File: src/rtl/qed_pkg.sv
// Shared types and constants of the quake event detector.
package qed_pkg;

  localparam int unsigned MAG_W        = 16;
  localparam int unsigned TIME_W       = 32;
  localparam int unsigned MEAN_W       = 24;
  localparam int unsigned VAR_W        = 32;
  localparam int unsigned SQ_W         = 64;
  localparam int unsigned OUT_CNT_W    = 24;
  localparam int unsigned RATE_W       = 16;
  localparam int unsigned CFG_IDX_W    = 2;
  localparam int unsigned CFG_DATA_W   = 16;
  localparam int unsigned COUNT_BITS_D = 24;

  localparam logic [MAG_W-1:0]  THRESH_RST = 16'hFFFF;
  localparam logic [RATE_W-1:0] HOLDOFF_RST = 16'd5000;
  localparam logic [RATE_W-1:0] WINDOW_RST  = 16'd1000;

  typedef enum logic [CFG_IDX_W-1:0] {
    CFG_THRESHOLD = 2'd0,
    CFG_HOLDOFF   = 2'd1,
    CFG_WINDOW    = 2'd2
  } qed_cfg_idx_e;

  typedef enum logic [2:0] {
    S_IDLE,
    S_MDIV_ST,
    S_MDIV_WT,
    S_MUL_ST,
    S_MUL_WT,
    S_VAR_ST,
    S_VAR_WT,
    S_FIN
  } qed_state_e;

  // Status of a serial arithmetic unit
  typedef struct packed {
    logic busy;
    logic done;
  } qed_ustat_t;

endpackage

File: src/rtl/qed_if.sv
// Request channel interfaces: sample input, result output and register writes.
interface qed_in_if;
  import qed_pkg::*;
  logic              valid;
  logic              ready;
  logic [MAG_W-1:0]  accel_magnitude;
  logic [TIME_W-1:0] now_ms;
  logic              clear_stats;
  modport source (output valid, accel_magnitude, now_ms, clear_stats, input ready);
  modport sink   (input valid, accel_magnitude, now_ms, clear_stats, output ready);
endinterface

interface qed_out_if;
  import qed_pkg::*;
  logic                 valid;
  logic                 ready;
  logic                 alert;
  logic                 in_event;
  logic                 over_threshold;
  logic                 sample_skipped;
  logic [MEAN_W-1:0]    running_mean;
  logic [VAR_W-1:0]     running_variance;
  logic [OUT_CNT_W-1:0] sample_count;
  logic [RATE_W-1:0]    probe_rate;
  modport source (output valid, alert, in_event, over_threshold, sample_skipped,
                  running_mean, running_variance, sample_count, probe_rate,
                  input ready);
  modport sink   (input valid, alert, in_event, over_threshold, sample_skipped,
                  running_mean, running_variance, sample_count, probe_rate,
                  output ready);
endinterface

interface qed_cfg_if;
  import qed_pkg::*;
  logic                  valid;
  logic                  ready;
  logic [CFG_IDX_W-1:0]  index;
  logic [CFG_DATA_W-1:0] data;
  modport source (output valid, index, data, input ready);
  modport sink   (input valid, index, data, output ready);
endinterface

File: src/rtl/quake_event_detector_welford.sv
// Top level of the quake event detector with running mean and variance.
// Each sample request updates the rate window and event holdoff in the cycle it
// is accepted, then runs the statistics through bit-serial units: a divider for
// the mean step, a multiplier for the squared deviation and a 64-bit divider of
// the deviation sum by the count for the variance; a skipped sample runs only
// the variance divide, which is left out while the count is zero. A finished
// result waits in the output register while the next sample is accepted.
// Register writes are always ready.
module quake_event_detector_welford #(
  parameter int unsigned COUNT_BITS = qed_pkg::COUNT_BITS_D
) (
  input  logic      clk_i,
  input  logic      rst_ni,
  qed_in_if.sink    in_i,
  qed_out_if.source out_o,
  qed_cfg_if.sink   cfg_i
);
  import qed_pkg::*;

  // Configuration registers
  logic [MAG_W-1:0]  thresh_q;
  logic [RATE_W-1:0] holdoff_q, window_q;

  assign cfg_i.ready = 1'b1;

  always_ff @(posedge clk_i or negedge rst_ni) begin
    if (!rst_ni) begin
      thresh_q  <= THRESH_RST;
      holdoff_q <= HOLDOFF_RST;
      window_q  <= WINDOW_RST;
    end else if (cfg_i.valid) begin
      unique case (cfg_i.index)
        CFG_THRESHOLD: thresh_q  <= cfg_i.data;
        CFG_HOLDOFF:   holdoff_q <= cfg_i.data;
        CFG_WINDOW:    window_q  <= cfg_i.data;
        default: ;
      endcase
    end
  end

  qed_state_e state_q, state_d;

  logic                  ev_act_q;
  logic [TIME_W-1:0]     ev_start_q, win_start_q;
  logic [RATE_W-1:0]     win_cnt_q, rate_q;
  logic [MEAN_W-1:0]     mean_q, x_q, dmag_q, emag_q;
  logic [SQ_W-1:0]       sq_q;
  logic [COUNT_BITS-1:0] cnt_q;
  logic                  dneg_q, skip_q, alert_q, inev_q, over_q;
  logic [VAR_W-1:0]      var_q;

  logic out_vld_q;
  logic [MEAN_W-1:0]    o_mean_q;
  logic [VAR_W-1:0]     o_var_q;
  logic [OUT_CNT_W-1:0] o_cnt_q;
  logic [RATE_W-1:0]    o_rate_q;
  logic                 o_alert_q, o_inev_q, o_over_q, o_skip_q;

  logic in_acc, out_acc;
  logic mdiv_go, mul_go, vdiv_go, load_out;
  qed_ustat_t mdiv_st, mul_st, vdiv_st;
  logic [MEAN_W-1:0]   step;
  logic [VAR_W+VAR_W-1:0] vquot;
  logic [2*MEAN_W-1:0] prod;

  assign in_i.ready = (state_q == S_IDLE);
  assign in_acc     = in_i.valid && in_i.ready;
  assign out_acc    = out_o.valid && out_o.ready;

  // Accept-cycle decisions: window, holdoff, threshold and deviation
  logic [TIME_W-1:0]     el_win, el_ev;
  logic                  win_done, expired, skip, over;
  logic [RATE_W-1:0]     win_inc;
  logic [MEAN_W-1:0]     mean_eff, x_in;
  logic [COUNT_BITS-1:0] cnt_eff, cnt_new;

  always_comb begin
    el_win   = in_i.now_ms - win_start_q;
    el_ev    = in_i.now_ms - ev_start_q;
    win_done = el_win > {{(TIME_W-RATE_W){1'b0}}, window_q};
    expired  = el_ev >= {{(TIME_W-RATE_W){1'b0}}, holdoff_q};
    win_inc  = (&win_cnt_q) ? win_cnt_q : win_cnt_q + 1'b1;
    skip     = ev_act_q && !expired;
    over     = !skip && (in_i.accel_magnitude > thresh_q);
    mean_eff = in_i.clear_stats ? '0 : mean_q;
    cnt_eff  = in_i.clear_stats ? '0 : cnt_q;
    cnt_new  = (&cnt_eff) ? cnt_eff : cnt_eff + 1'b1;
    x_in     = {in_i.accel_magnitude, {(MEAN_W-MAG_W){1'b0}}};
  end

  // Mean step completion
  logic [MEAN_W-1:0] new_mean;
  assign new_mean = dneg_q ? mean_q - step : mean_q + step;

  // Rounded deviation product and saturating sum
  logic [2*MEAN_W:0]   tsum;
  logic [SQ_W:0]       sq_sum;
  assign tsum   = {1'b0, prod} + (2*MEAN_W+1)'(16'h8000);
  assign sq_sum = {1'b0, sq_q} + (SQ_W+1)'(tsum[2*MEAN_W:16]);

  // Sequencer: next state and unit starts
  always_comb begin
    state_d  = state_q;
    mdiv_go  = 1'b0;
    mul_go   = 1'b0;
    vdiv_go  = 1'b0;
    load_out = 1'b0;
    unique case (state_q)
      S_IDLE:    if (in_acc) state_d = skip ? S_VAR_ST : S_MDIV_ST;
      S_MDIV_ST: begin
        mdiv_go = 1'b1;
        state_d = S_MDIV_WT;
      end
      S_MDIV_WT: if (mdiv_st.done) state_d = S_MUL_ST;
      S_MUL_ST:  begin
        mul_go  = 1'b1;
        state_d = S_MUL_WT;
      end
      S_MUL_WT:  if (mul_st.done) state_d = S_VAR_ST;
      S_VAR_ST:  begin
        if (cnt_q == '0) begin
          state_d = S_FIN;
        end else begin
          vdiv_go = 1'b1;
          state_d = S_VAR_WT;
        end
      end
      S_VAR_WT:  if (vdiv_st.done) state_d = S_FIN;
      S_FIN:     begin
        if (!out_vld_q || out_o.ready) begin
          load_out = 1'b1;
          state_d  = S_IDLE;
        end
      end
      default:   state_d = S_IDLE;
    endcase
  end

  always_ff @(posedge clk_i or negedge rst_ni) begin
    if (!rst_ni) state_q <= S_IDLE;
    else         state_q <= state_d;
  end

  // Detector and statistics state
  always_ff @(posedge clk_i or negedge rst_ni) begin
    if (!rst_ni) begin
      ev_act_q    <= 1'b0;
      ev_start_q  <= '0;
      win_start_q <= '0;
      win_cnt_q   <= '0;
      rate_q      <= '0;
      mean_q      <= '0;
      sq_q        <= '0;
      cnt_q       <= '0;
    end else begin
      if (in_acc) begin
        if (win_done) begin
          rate_q      <= win_inc;
          win_cnt_q   <= '0;
          win_start_q <= in_i.now_ms;
        end else begin
          win_cnt_q <= win_inc;
        end
        if (!skip) begin
          ev_act_q <= over;
          if (over) ev_start_q <= in_i.now_ms;
          cnt_q <= cnt_new;
        end else begin
          cnt_q <= cnt_eff;
        end
        mean_q <= mean_eff;
        if (in_i.clear_stats) sq_q <= '0;
      end
      if (state_q == S_MDIV_WT && mdiv_st.done) mean_q <= new_mean;
      if (state_q == S_MUL_WT && mul_st.done) begin
        sq_q <= sq_sum[SQ_W] ? '1 : sq_sum[SQ_W-1:0];
      end
    end
  end

  // Per-request working registers
  always_ff @(posedge clk_i) begin
    if (in_acc) begin
      x_q     <= x_in;
      dneg_q  <= x_in < mean_eff;
      dmag_q  <= (x_in < mean_eff) ? mean_eff - x_in : x_in - mean_eff;
      skip_q  <= skip;
      over_q  <= over;
      alert_q <= over;
      inev_q  <= skip || over;
    end
    if (state_q == S_MDIV_WT && mdiv_st.done) begin
      emag_q <= dneg_q ? new_mean - x_q : x_q - new_mean;
    end
    if (state_q == S_VAR_ST) var_q <= '0;
    if (state_q == S_VAR_WT && vdiv_st.done) begin
      var_q <= (|vquot[2*VAR_W-1:VAR_W]) ? '1 : vquot[VAR_W-1:0];
    end
  end

  // Mean step divider
  qed_sdiv #(.DW(MEAN_W), .VW(COUNT_BITS)) u_mdiv (
    .clk_i      (clk_i),
    .rst_ni     (rst_ni),
    .start_i    (mdiv_go),
    .dividend_i (dmag_q),
    .divisor_i  (cnt_q),
    .stat_o     (mdiv_st),
    .quot_o     (step)
  );

  // Deviation product
  qed_smul #(.W(MEAN_W)) u_mul (
    .clk_i    (clk_i),
    .rst_ni   (rst_ni),
    .start_i  (mul_go),
    .mcand_i  (dmag_q),
    .mplier_i (emag_q),
    .stat_o   (mul_st),
    .prod_o   (prod)
  );

  // Variance divider
  qed_sdiv #(.DW(SQ_W), .VW(COUNT_BITS)) u_vdiv (
    .clk_i      (clk_i),
    .rst_ni     (rst_ni),
    .start_i    (vdiv_go),
    .dividend_i (sq_q),
    .divisor_i  (cnt_q),
    .stat_o     (vdiv_st),
    .quot_o     (vquot)
  );

  // Output register
  always_ff @(posedge clk_i or negedge rst_ni) begin
    if (!rst_ni) out_vld_q <= 1'b0;
    else if (load_out) out_vld_q <= 1'b1;
    else if (out_acc) out_vld_q <= 1'b0;
  end

  always_ff @(posedge clk_i) begin
    if (load_out) begin
      o_alert_q <= alert_q;
      o_inev_q  <= inev_q;
      o_over_q  <= over_q;
      o_skip_q  <= skip_q;
      o_mean_q  <= mean_q;
      o_var_q   <= var_q;
      o_cnt_q   <= OUT_CNT_W'(cnt_q);
      o_rate_q  <= rate_q;
    end
  end

  assign out_o.valid            = out_vld_q;
  assign out_o.alert            = o_alert_q;
  assign out_o.in_event         = o_inev_q;
  assign out_o.over_threshold   = o_over_q;
  assign out_o.sample_skipped   = o_skip_q;
  assign out_o.running_mean     = o_mean_q;
  assign out_o.running_variance = o_var_q;
  assign out_o.sample_count     = o_cnt_q;
  assign out_o.probe_rate       = o_rate_q;

`ifndef SYNTHESIS
  a_mdiv_done_wait: assert property (@(posedge clk_i) disable iff (!rst_ni)
    mdiv_st.done |-> state_q == S_MDIV_WT)
    else $error("mean divider finished outside its wait state");
  a_vdiv_nonzero: assert property (@(posedge clk_i) disable iff (!rst_ni)
    vdiv_st.busy |-> cnt_q != '0)
    else $error("variance divide running with zero count");
  a_skip_flags: assert property (@(posedge clk_i) disable iff (!rst_ni)
    out_o.valid |-> !(out_o.sample_skipped && out_o.over_threshold)
                    && (!out_o.alert || out_o.in_event))
    else $error("inconsistent event flags in result");
`endif

endmodule

File: src/rtl/qed_sdiv.sv
// Bit-serial restoring divider, one quotient bit per cycle.
module qed_sdiv #(
  parameter int unsigned DW = 24,
  parameter int unsigned VW = 24
) (
  input  logic                clk_i,
  input  logic                rst_ni,
  input  logic                start_i,
  input  logic [DW-1:0]       dividend_i,
  input  logic [VW-1:0]       divisor_i,
  output qed_pkg::qed_ustat_t stat_o,
  output logic [DW-1:0]       quot_o
);
  import qed_pkg::*;

  localparam int unsigned CW = $clog2(DW + 1);

  logic [DW-1:0] quo_q, quo_d;
  logic [VW-1:0] rem_q, rem_d, dvs_q;
  logic [CW-1:0] cnt_q;
  logic          run_q, done_q;
  logic [VW:0]   trial, diff;
  logic          ge;

  // One restoring step
  always_comb begin
    trial = {rem_q, quo_q[DW-1]};
    diff  = trial - {1'b0, dvs_q};
    ge    = trial >= {1'b0, dvs_q};
    rem_d = ge ? diff[VW-1:0] : trial[VW-1:0];
    quo_d = {quo_q[DW-2:0], ge};
  end

  // Sequence control
  always_ff @(posedge clk_i or negedge rst_ni) begin
    if (!rst_ni) begin
      run_q  <= 1'b0;
      done_q <= 1'b0;
      cnt_q  <= '0;
    end else begin
      done_q <= 1'b0;
      if (start_i) begin
        run_q <= 1'b1;
        cnt_q <= CW'(DW);
      end else if (run_q) begin
        cnt_q <= cnt_q - 1'b1;
        if (cnt_q == CW'(1)) begin
          run_q  <= 1'b0;
          done_q <= 1'b1;
        end
      end
    end
  end

  // Operand shift registers
  always_ff @(posedge clk_i) begin
    if (start_i) begin
      quo_q <= dividend_i;
      rem_q <= '0;
      dvs_q <= divisor_i;
    end else if (run_q) begin
      quo_q <= quo_d;
      rem_q <= rem_d;
    end
  end

  assign stat_o.busy = run_q;
  assign stat_o.done = done_q;
  assign quot_o      = quo_q;

endmodule

File: src/rtl/qed_smul.sv
// Bit-serial shift-add multiplier, one multiplier bit per cycle.
module qed_smul #(
  parameter int unsigned W = 24
) (
  input  logic                clk_i,
  input  logic                rst_ni,
  input  logic                start_i,
  input  logic [W-1:0]        mcand_i,
  input  logic [W-1:0]        mplier_i,
  output qed_pkg::qed_ustat_t stat_o,
  output logic [2*W-1:0]      prod_o
);
  import qed_pkg::*;

  localparam int unsigned CW = $clog2(W + 1);

  logic [2*W-1:0] acc_q;
  logic [W-1:0]   mcand_q;
  logic [CW-1:0]  cnt_q;
  logic           run_q, done_q;
  logic [W:0]     sum;

  // Add the multiplicand under the current multiplier bit
  assign sum = {1'b0, acc_q[2*W-1:W]} + (acc_q[0] ? {1'b0, mcand_q} : '0);

  always_ff @(posedge clk_i or negedge rst_ni) begin
    if (!rst_ni) begin
      run_q  <= 1'b0;
      done_q <= 1'b0;
      cnt_q  <= '0;
    end else begin
      done_q <= 1'b0;
      if (start_i) begin
        run_q <= 1'b1;
        cnt_q <= CW'(W);
      end else if (run_q) begin
        cnt_q <= cnt_q - 1'b1;
        if (cnt_q == CW'(1)) begin
          run_q  <= 1'b0;
          done_q <= 1'b1;
        end
      end
    end
  end

  // Shift the partial product right
  always_ff @(posedge clk_i) begin
    if (start_i) begin
      acc_q   <= {{W{1'b0}}, mplier_i};
      mcand_q <= mcand_i;
    end else if (run_q) begin
      acc_q <= {sum, acc_q[W-1:1]};
    end
  end

  assign stat_o.busy = run_q;
  assign stat_o.done = done_q;
  assign prod_o      = acc_q;

endmodule

File: src/flat_wrapper.sv
// flat-port wrapper written by rule: the top's interface ports become plain ports
module quake_event_detector_welford_flat import qed_pkg::*;
#(
  parameter int unsigned COUNT_BITS = qed_pkg::COUNT_BITS_D
)
  (clk_i, rst_ni, in_i_valid, in_i_accel_magnitude, in_i_now_ms, in_i_clear_stats, in_i_ready, out_o_valid, out_o_alert, out_o_in_event, out_o_over_threshold, out_o_sample_skipped, out_o_running_mean, out_o_running_variance, out_o_sample_count, out_o_probe_rate, out_o_ready, cfg_i_valid, cfg_i_index, cfg_i_data, cfg_i_ready);
  qed_in_if in_i_i ();
  qed_out_if out_o_i ();
  qed_cfg_if cfg_i_i ();
  input  logic clk_i;
  input  logic rst_ni;
  input wire logic [$bits(in_i_i.valid)-1:0] in_i_valid;
  input wire logic [$bits(in_i_i.accel_magnitude)-1:0] in_i_accel_magnitude;
  input wire logic [$bits(in_i_i.now_ms)-1:0] in_i_now_ms;
  input wire logic [$bits(in_i_i.clear_stats)-1:0] in_i_clear_stats;
  output wire logic [$bits(in_i_i.ready)-1:0] in_i_ready;
  output wire logic [$bits(out_o_i.valid)-1:0] out_o_valid;
  output wire logic [$bits(out_o_i.alert)-1:0] out_o_alert;
  output wire logic [$bits(out_o_i.in_event)-1:0] out_o_in_event;
  output wire logic [$bits(out_o_i.over_threshold)-1:0] out_o_over_threshold;
  output wire logic [$bits(out_o_i.sample_skipped)-1:0] out_o_sample_skipped;
  output wire logic [$bits(out_o_i.running_mean)-1:0] out_o_running_mean;
  output wire logic [$bits(out_o_i.running_variance)-1:0] out_o_running_variance;
  output wire logic [$bits(out_o_i.sample_count)-1:0] out_o_sample_count;
  output wire logic [$bits(out_o_i.probe_rate)-1:0] out_o_probe_rate;
  input wire logic [$bits(out_o_i.ready)-1:0] out_o_ready;
  input wire logic [$bits(cfg_i_i.valid)-1:0] cfg_i_valid;
  input wire logic [$bits(cfg_i_i.index)-1:0] cfg_i_index;
  input wire logic [$bits(cfg_i_i.data)-1:0] cfg_i_data;
  output wire logic [$bits(cfg_i_i.ready)-1:0] cfg_i_ready;
  assign in_i_i.valid = in_i_valid;
  assign in_i_i.accel_magnitude = in_i_accel_magnitude;
  assign in_i_i.now_ms = in_i_now_ms;
  assign in_i_i.clear_stats = in_i_clear_stats;
  assign in_i_ready = in_i_i.ready;
  assign out_o_valid = out_o_i.valid;
  assign out_o_alert = out_o_i.alert;
  assign out_o_in_event = out_o_i.in_event;
  assign out_o_over_threshold = out_o_i.over_threshold;
  assign out_o_sample_skipped = out_o_i.sample_skipped;
  assign out_o_running_mean = out_o_i.running_mean;
  assign out_o_running_variance = out_o_i.running_variance;
  assign out_o_sample_count = out_o_i.sample_count;
  assign out_o_probe_rate = out_o_i.probe_rate;
  assign out_o_i.ready = out_o_ready;
  assign cfg_i_i.valid = cfg_i_valid;
  assign cfg_i_i.index = cfg_i_index;
  assign cfg_i_i.data = cfg_i_data;
  assign cfg_i_ready = cfg_i_i.ready;
  quake_event_detector_welford #(.COUNT_BITS(COUNT_BITS)) u_core (.clk_i(clk_i), .rst_ni(rst_ni), .in_i(in_i_i), .out_o(out_o_i), .cfg_i(cfg_i_i));
endmodule
File: config.mk
export PLATFORM = sky130hd
export DESIGN_NAME = quake_event_detector_welford_flat
export DESIGN_NICKNAME = d
export VERILOG_FILES = /design/src/rtl/qed_pkg.sv /design/src/rtl/qed_if.sv /design/src/rtl/quake_event_detector_welford.sv /design/src/rtl/qed_sdiv.sv /design/src/rtl/qed_smul.sv /design/src/flat_wrapper.sv
export SDC_FILE = /design/constraint.sdc
export NUM_CORES = 2
export LEC_CHECK = 0
export BUFFER_PORTS_ARGS = -buffer_cell sky130_fd_sc_hd__buf_2
export CAP_MARGIN = 10
export CORE_UTILIZATION = 52
export DETAILED_ROUTE_END_ITERATION = 6
export GPL_TIMING_DRIVEN = 0
export PLACE_DENSITY_LB_ADDON = 0.05
export SETUP_SLACK_MARGIN = 0.1
export SLEW_MARGIN = 0
export SYNTH_ARGS = -nofsm -noshare
export SYNTH_HDL_FRONTEND = slang
export SYNTH_HIERARCHICAL = 1
export SYNTH_SLANG_ARGS = --single-unit
File: constraint.sdc
create_clock -name clk_i -period 6.3 [get_ports clk_i]
set_clock_uncertainty 0.05 [all_clocks]
set_input_delay 0.63 -clock clk_i [delete_from_list [all_inputs] [get_ports clk_i]]
set_output_delay 0.63 -clock clk_i [all_outputs]
set_load 0.05 [all_outputs]
* After elaboration in Yosys (flattened, before gate mapping)
Index checks and enable logic that the tools add are counted.
Cells by class: add/sub/neg operators 18, order comparisons 6, equality and inequality tests 17, multiplexer cells 67, bitwise logic cells 1, reductions and logical operators 34
Operators by type and width (count):
- 24-bit two-way mux | 16
- 64-bit two-way mux | 6
- 24-bit subtractor | 7
- 32-bit two-way mux | 3
- 64-bit by 33-bit adder with 65-bit output | 1
- 32-bit subtractor | 2
- 25-bit by 24-bit greater-or-equal comparator with 1-bit output | 2
- 48-bit by 16-bit adder with 49-bit output (second input constant) | 1
- 32-bit by 16-bit greater-or-equal comparator with 1-bit output | 1
- 32-bit by 16-bit greater-than comparator with 1-bit output | 1
- 16-bit two-way mux | 2
- 32-bit OR reduction | 1
- 1-bit two-way mux | 27
- 24-bit by 24-bit adder with 25-bit output | 1
- 24-bit by 1-bit adder with 24-bit output (second input constant) | 1
- 24-bit adder | 1
- 24-bit logical NOT | 1
- 24-bit < comparator | 1
- 3-bit one-hot mux with 8 select lines | 1
- 24-bit AND reduction | 1
- 5-bit two-way mux | 4
- 3-bit two-way mux | 6
- 16-bit by 1-bit adder with 16-bit output (second input constant) | 1
- 16-bit greater-than comparator | 1
- 23 further kinds | 54
Storage, ports and cells: register bits after elaboration 739, bits of input ports 72

* Logic depth before layout (Yosys ltp)
depth in word-level cells 7, mapped depth 27

* Hierarchy
Netlist, hierarchy kept.
Modules (own cells, without submodules):
- quake_event_detector_welford | instances 1, cells each 3153, area each 30396.7 um^2
- qed_sdiv at u_core.u_vdiv | instances 1, cells each 511, area each 6195.9 um^2
- qed_smul | instances 1, cells each 399, area each 4459.3 um^2
- qed_sdiv at u_core.u_mdiv | instances 1, cells each 421, area each 4455.5 um^2

* Worst setup path after synthesis
Ideal clock, no wire load.
path type flip-flop to flip-flop, start point reg u_core.state_q[2], end point reg u_core.o_inev_q, in the netlist u_core/out_o.in_event (enable), library setup time 0.557 ns, data arrival time 4.989 ns, setup slack 0.704 ns, stages on the path, launching flop included 5, cell sequence dfrtp_1 clkbuf_1 clkbuf_1 nand2_1 nor2_1
Between the ends: longest elaborated chain between the ends 2
Ends and longest elaborated chain:
- from (decl) | line quake_event_detector_welford.sv:41 | qed_state_e state_q, state_d;
- from (signal assigned) | line quake_event_detector_welford.sv:141 | else state_q <= state_d;
- 3-bit equality test | line quake_event_detector_welford.sv:108 | unique case (state_q)
- 1-bit two-way mux | line quake_event_detector_welford.sv:108
- named net u_core.load_out | line quake_event_detector_welford.sv:60 | logic mdiv_go, mul_go, vdiv_go, load_out;
- to (signal assigned) | line quake_event_detector_welford.sv:244 | o_inev_q <= inev_q;
- to (decl) | line quake_event_detector_welford.sv:57 | logic o_alert_q, o_inev_q, o_over_q, o_skip_q;
The timed path passes the listed nets, and every way through them passes these cells. A chain may end at the register's enable or synchronous reset.

* Worst setup path after layout
start point reg u_core.dneg_q, end point reg u_core.emag_q[23], data pin
Between the ends: longest elaborated chain between the ends 3, elaborated cells between the ends (all ways) 4, those cells by class add/sub (2); mux (2)
Ends and longest elaborated chain:
- from (decl) | line quake_event_detector_welford.sv:49 | logic dneg_q, skip_q, alert_q, inev_q, over_q;
- from (signal assigned) | line quake_event_detector_welford.sv:185 | dneg_q <= x_in < mean_eff;
- 24-bit two-way mux | line quake_event_detector_welford.sv:93 | assign new_mean = dneg_q ? mean_q - step : mean_q + step;
- 24-bit subtractor | line quake_event_detector_welford.sv:193 | emag_q <= dneg_q ? new_mean - x_q : x_q - new_mean;
- 24-bit two-way mux * | line quake_event_detector_welford.sv:193
- to (signal assigned) | line quake_event_detector_welford.sv:193
- to (decl) | line quake_event_detector_welford.sv:46 | logic [MEAN_W-1:0] mean_q, x_q, dmag_q, emag_q;
Mark *: on every way between the ends. The rest lies on a longest branch, timed or not.

==> flow_metrics.env <==
export IMPL_run_status="completed"
export IMPL_drt_iter0_markers=2827
export IMPL_finalCritPeriodShare=0.957
export IMPL_cts_max_level=3
export IMPL_regToRegStartpoint="u_core/dneg_q"
export IMPL_r2r_end="u_core/emag_q[23]"
export IMPL_maxCapViolations=0
export IMPL_grt_max_degree=106
export IMPL_start_kind="flop"
export IMPL_cts_root_buf="clkbuf_16"
export IMPL_holdPathStages=1
export IMPL_tightest_slew_ns=1.32
export IMPL_path_class="flop to flop"
export IMPL_final_hold_viol_count=0
export IMPL_clk_path_buf_depth=3
export IMPL_initial_core_util=0.524
export IMPL_cts_tree="yes"
export IMPL_vdd_ir_drop_worst_v=0.000561
export IMPL_max_freq_ghz=0.166
export IMPL_critical_path_required_ns=6.62
export IMPL_die_area_mm2=0.0887
export IMPL_wire_per_inst_um=20.9
export IMPL_rows=108
export IMPL_antenna_found_initial=5
export IMPL_yosysWarnings=6
export IMPL_setup_viol=0
export IMPL_worstPathArrival_ns=6.35
export IMPL_num_vias=35477
export IMPL_die_w_um=298
export IMPL_place_hpwl_um=94300
export IMPL_utilization=0.589
export IMPL_postRouteAntennaNets=0
export IMPL_rsz0062_at_grt="yes"
export IMPL_wl_um=125000
export IMPL_seq_area_mm2=0.0201
export IMPL_p_leak_nw=21.7
export IMPL_slew_violations=0
export IMPL_p_per_area_mw_per_mm2=577
export IMPL_rr_worst_depth=23
export IMPL_nets=5135
export IMPL_hold_end="u_core/x_q[23]"
export IMPL_via_per_inst=5.93
export IMPL_endpoint_kind="flop"
export IMPL_portBuffers=173
export IMPL_place_ws_ns=-0.426
export IMPL_io_pins=175
export IMPL_setup_ws_ns=0.274
export IMPL_multi_input_area_mm2=0.0233
export IMPL_nFillCells=7576
export IMPL_worstHoldPathType="primary input to flop"
export IMPL_gp_congestion=0.918
export IMPL_synth_fp_nets=4862
export IMPL_grt_pass1_vias=33903
export IMPL_insertion_delay_ns=0.67
export IMPL_cts_inserted_buffers=84
export IMPL_cts_sinks=739
export IMPL_die_h_um=298
export IMPL_grt_overflow_total=0
export IMPL_slew_headroom=0.109
export IMPL_syn_area_per_cell_um2=10.2
export IMPL_path_clk_slew_ns=0.06
export IMPL_crit_fanout=10
export IMPL_rrSetupSlack_ns=0.27
export IMPL_drtPass1Iterations=6
export IMPL_coreArea_mm2=0.0868
export IMPL_syn_area_mm2=0.0455
export IMPL_layout_drive_gt1_share=0.148
export IMPL_grt_usage=0.279
export IMPL_syn_inst=4481
export IMPL_drcViolationCount=0
export IMPL_grt_pass1_wl_um=195000
export IMPL_min_from="in_i_accel_magnitude[15]"
export IMPL_min_period_ns=6.03
export IMPL_area_growth_pct=12.3
## cells in the final DEF, fill, tap and decap left out, types with 59 or more instances in the layout
master / n
dfxtp_1: 72
nand4_1: 67
xnor2_1: 199
clkbuf_1: 125
xor2_1: 68
nor2_1: 281
and3_1: 60
buf_2: 191
o21ai_0: 196
a31oi_1: 59
ha_1: 298
clkbuf_16: 89
mux2_2: 176
o21a_1: 83
dfrtp_1: 257
inv_1: 316
a21o_1: 112
edfxtp_1: 383
nand2_1: 300
nand3_1: 147
nor3_1: 71
a211oi_1: 66
a21oi_1: 322
## worst max-delay path, cell delays in order (launching register included)
cell and delay (ns):
edfxtp_1 0.45, buf_2 0.27, buf_2 0.34, a21oi_1 0.10, xnor2_1 0.17, ha_1 0.35, o21a_1 0.22, o211ai_1 0.13
a31o_2 0.25, a21oi_1 0.36, or2_2 0.26, inv_1 0.06, ha_1 0.34, nor2b_1 0.15, o21ai_0 0.26, a21oi_1 0.11
o21ai_0 0.25, a21boi_0 0.21, a21o_1 0.23, a21o_1 0.17, a21oi_1 0.23, o2111ai_1 0.15, o31ai_1 0.13, xor2_1 0.48
## power by group
part           leakage (nW)  internal [mW]  switching (mW)
sequential             7.76           7.18            1.36
clock                  1.40           2.99            2.10
combinational          12.5           6.47            9.34
## per-layer routing
metal / up-vias / global-route usage / wire length, µm
li1: 16996 / - / -
met1: 17313 / 0.397 / 57700
met2: 964 / 0.445 / 57400
met3: 198 / 0.0344 / 6620
met4: 6 / 0.0854 / 3260
met5: - / 0 / 40
## repair_timing
item,in CTS,in global routing
pin swaps,1,1
buffers inserted,0,6
gates cloned,0,0
hold buffers,1,0
endpoints found under the hold margin,78,0
resized for setup,7,23
endpoints found under the setup margin,15,75
## per-stage QoR
step / std cells / hold slack [ns] / instance area [µm²] / setup TNS [ns] / total power, mW
final: 5982 / 0.157 / 51100 / 0 / 29.4
after global routing: 5980 / 0.138 / 51100 / 0 / 31.6
after CTS: 5975 / 0.128 / 50900 / 0 / 29.4
after detailed placement: 5818 / 0.355 / 48000 / -14.92 / 24.1
after global placement: 5809 / 0.350 / 47800 / -563.46 / 23.9
after floorplan: 4481 / 0.284 / 45500 / 0 / 20.1
## area by class of cell
cell class,count,share of cell area
Antenna cell,2,0.0000980
Buffer,186,0.0186
Clock buffer,107,0.0461
Clock inverter,50,0.0101
Inverter,318,0.0234
Multi-Input combinational cell,3235,0.457
Sequential cell,739,0.393
Tap cell,1155,0.0283
Timing Repair Buffer,190,0.0229
## how the worst max path moves through the flow
stage	start	end	slack (ns)	depth (start not counted)
floorplan	u_core/state_q[2]	u_core/out_o.in_event	0.70	4
global placement	out_o_ready	u_core/out_o.running_variance[17]	-2.42	4
detailed placement	u_core/dneg_q	u_core/emag_q[23]	-0.43	21
CTS	u_core/u_mul/prod_o[15]	u_core/sq_q[37]	0.13	17
global route	u_core/u_mdiv/quot_o[5]	u_core/emag_q[23]	0.02	20
finish	u_core/dneg_q	u_core/emag_q[23]	0.27	23
## state kept, by name (all words and copies together) (netlist names), 24 cells and up
register and count:
u_core/u_mdiv/dvs_q 24, u_core/u_mdiv/rem_q 24, u_core/emag_q 24, u_core/dmag_q 24
u_core/u_vdiv/quot_o 64, u_core/win_start_q 32, u_core/u_mul/prod_o 48, u_core/out_o.running_mean 24
u_core/u_mdiv/quot_o 24, u_core/sq_q 64, u_core/out_o.running_variance 32, u_core/var_q 32
u_core/u_mul/mcand_q 24, u_core/mean_q 24, u_core/u_vdiv/rem_q 24, u_core/out_o.sample_count 24
u_core/ev_start_q 32, u_core/cnt_q 24, u_core/u_vdiv/dvs_q 24
Note: power is estimated with default switching activity, not from simulation.
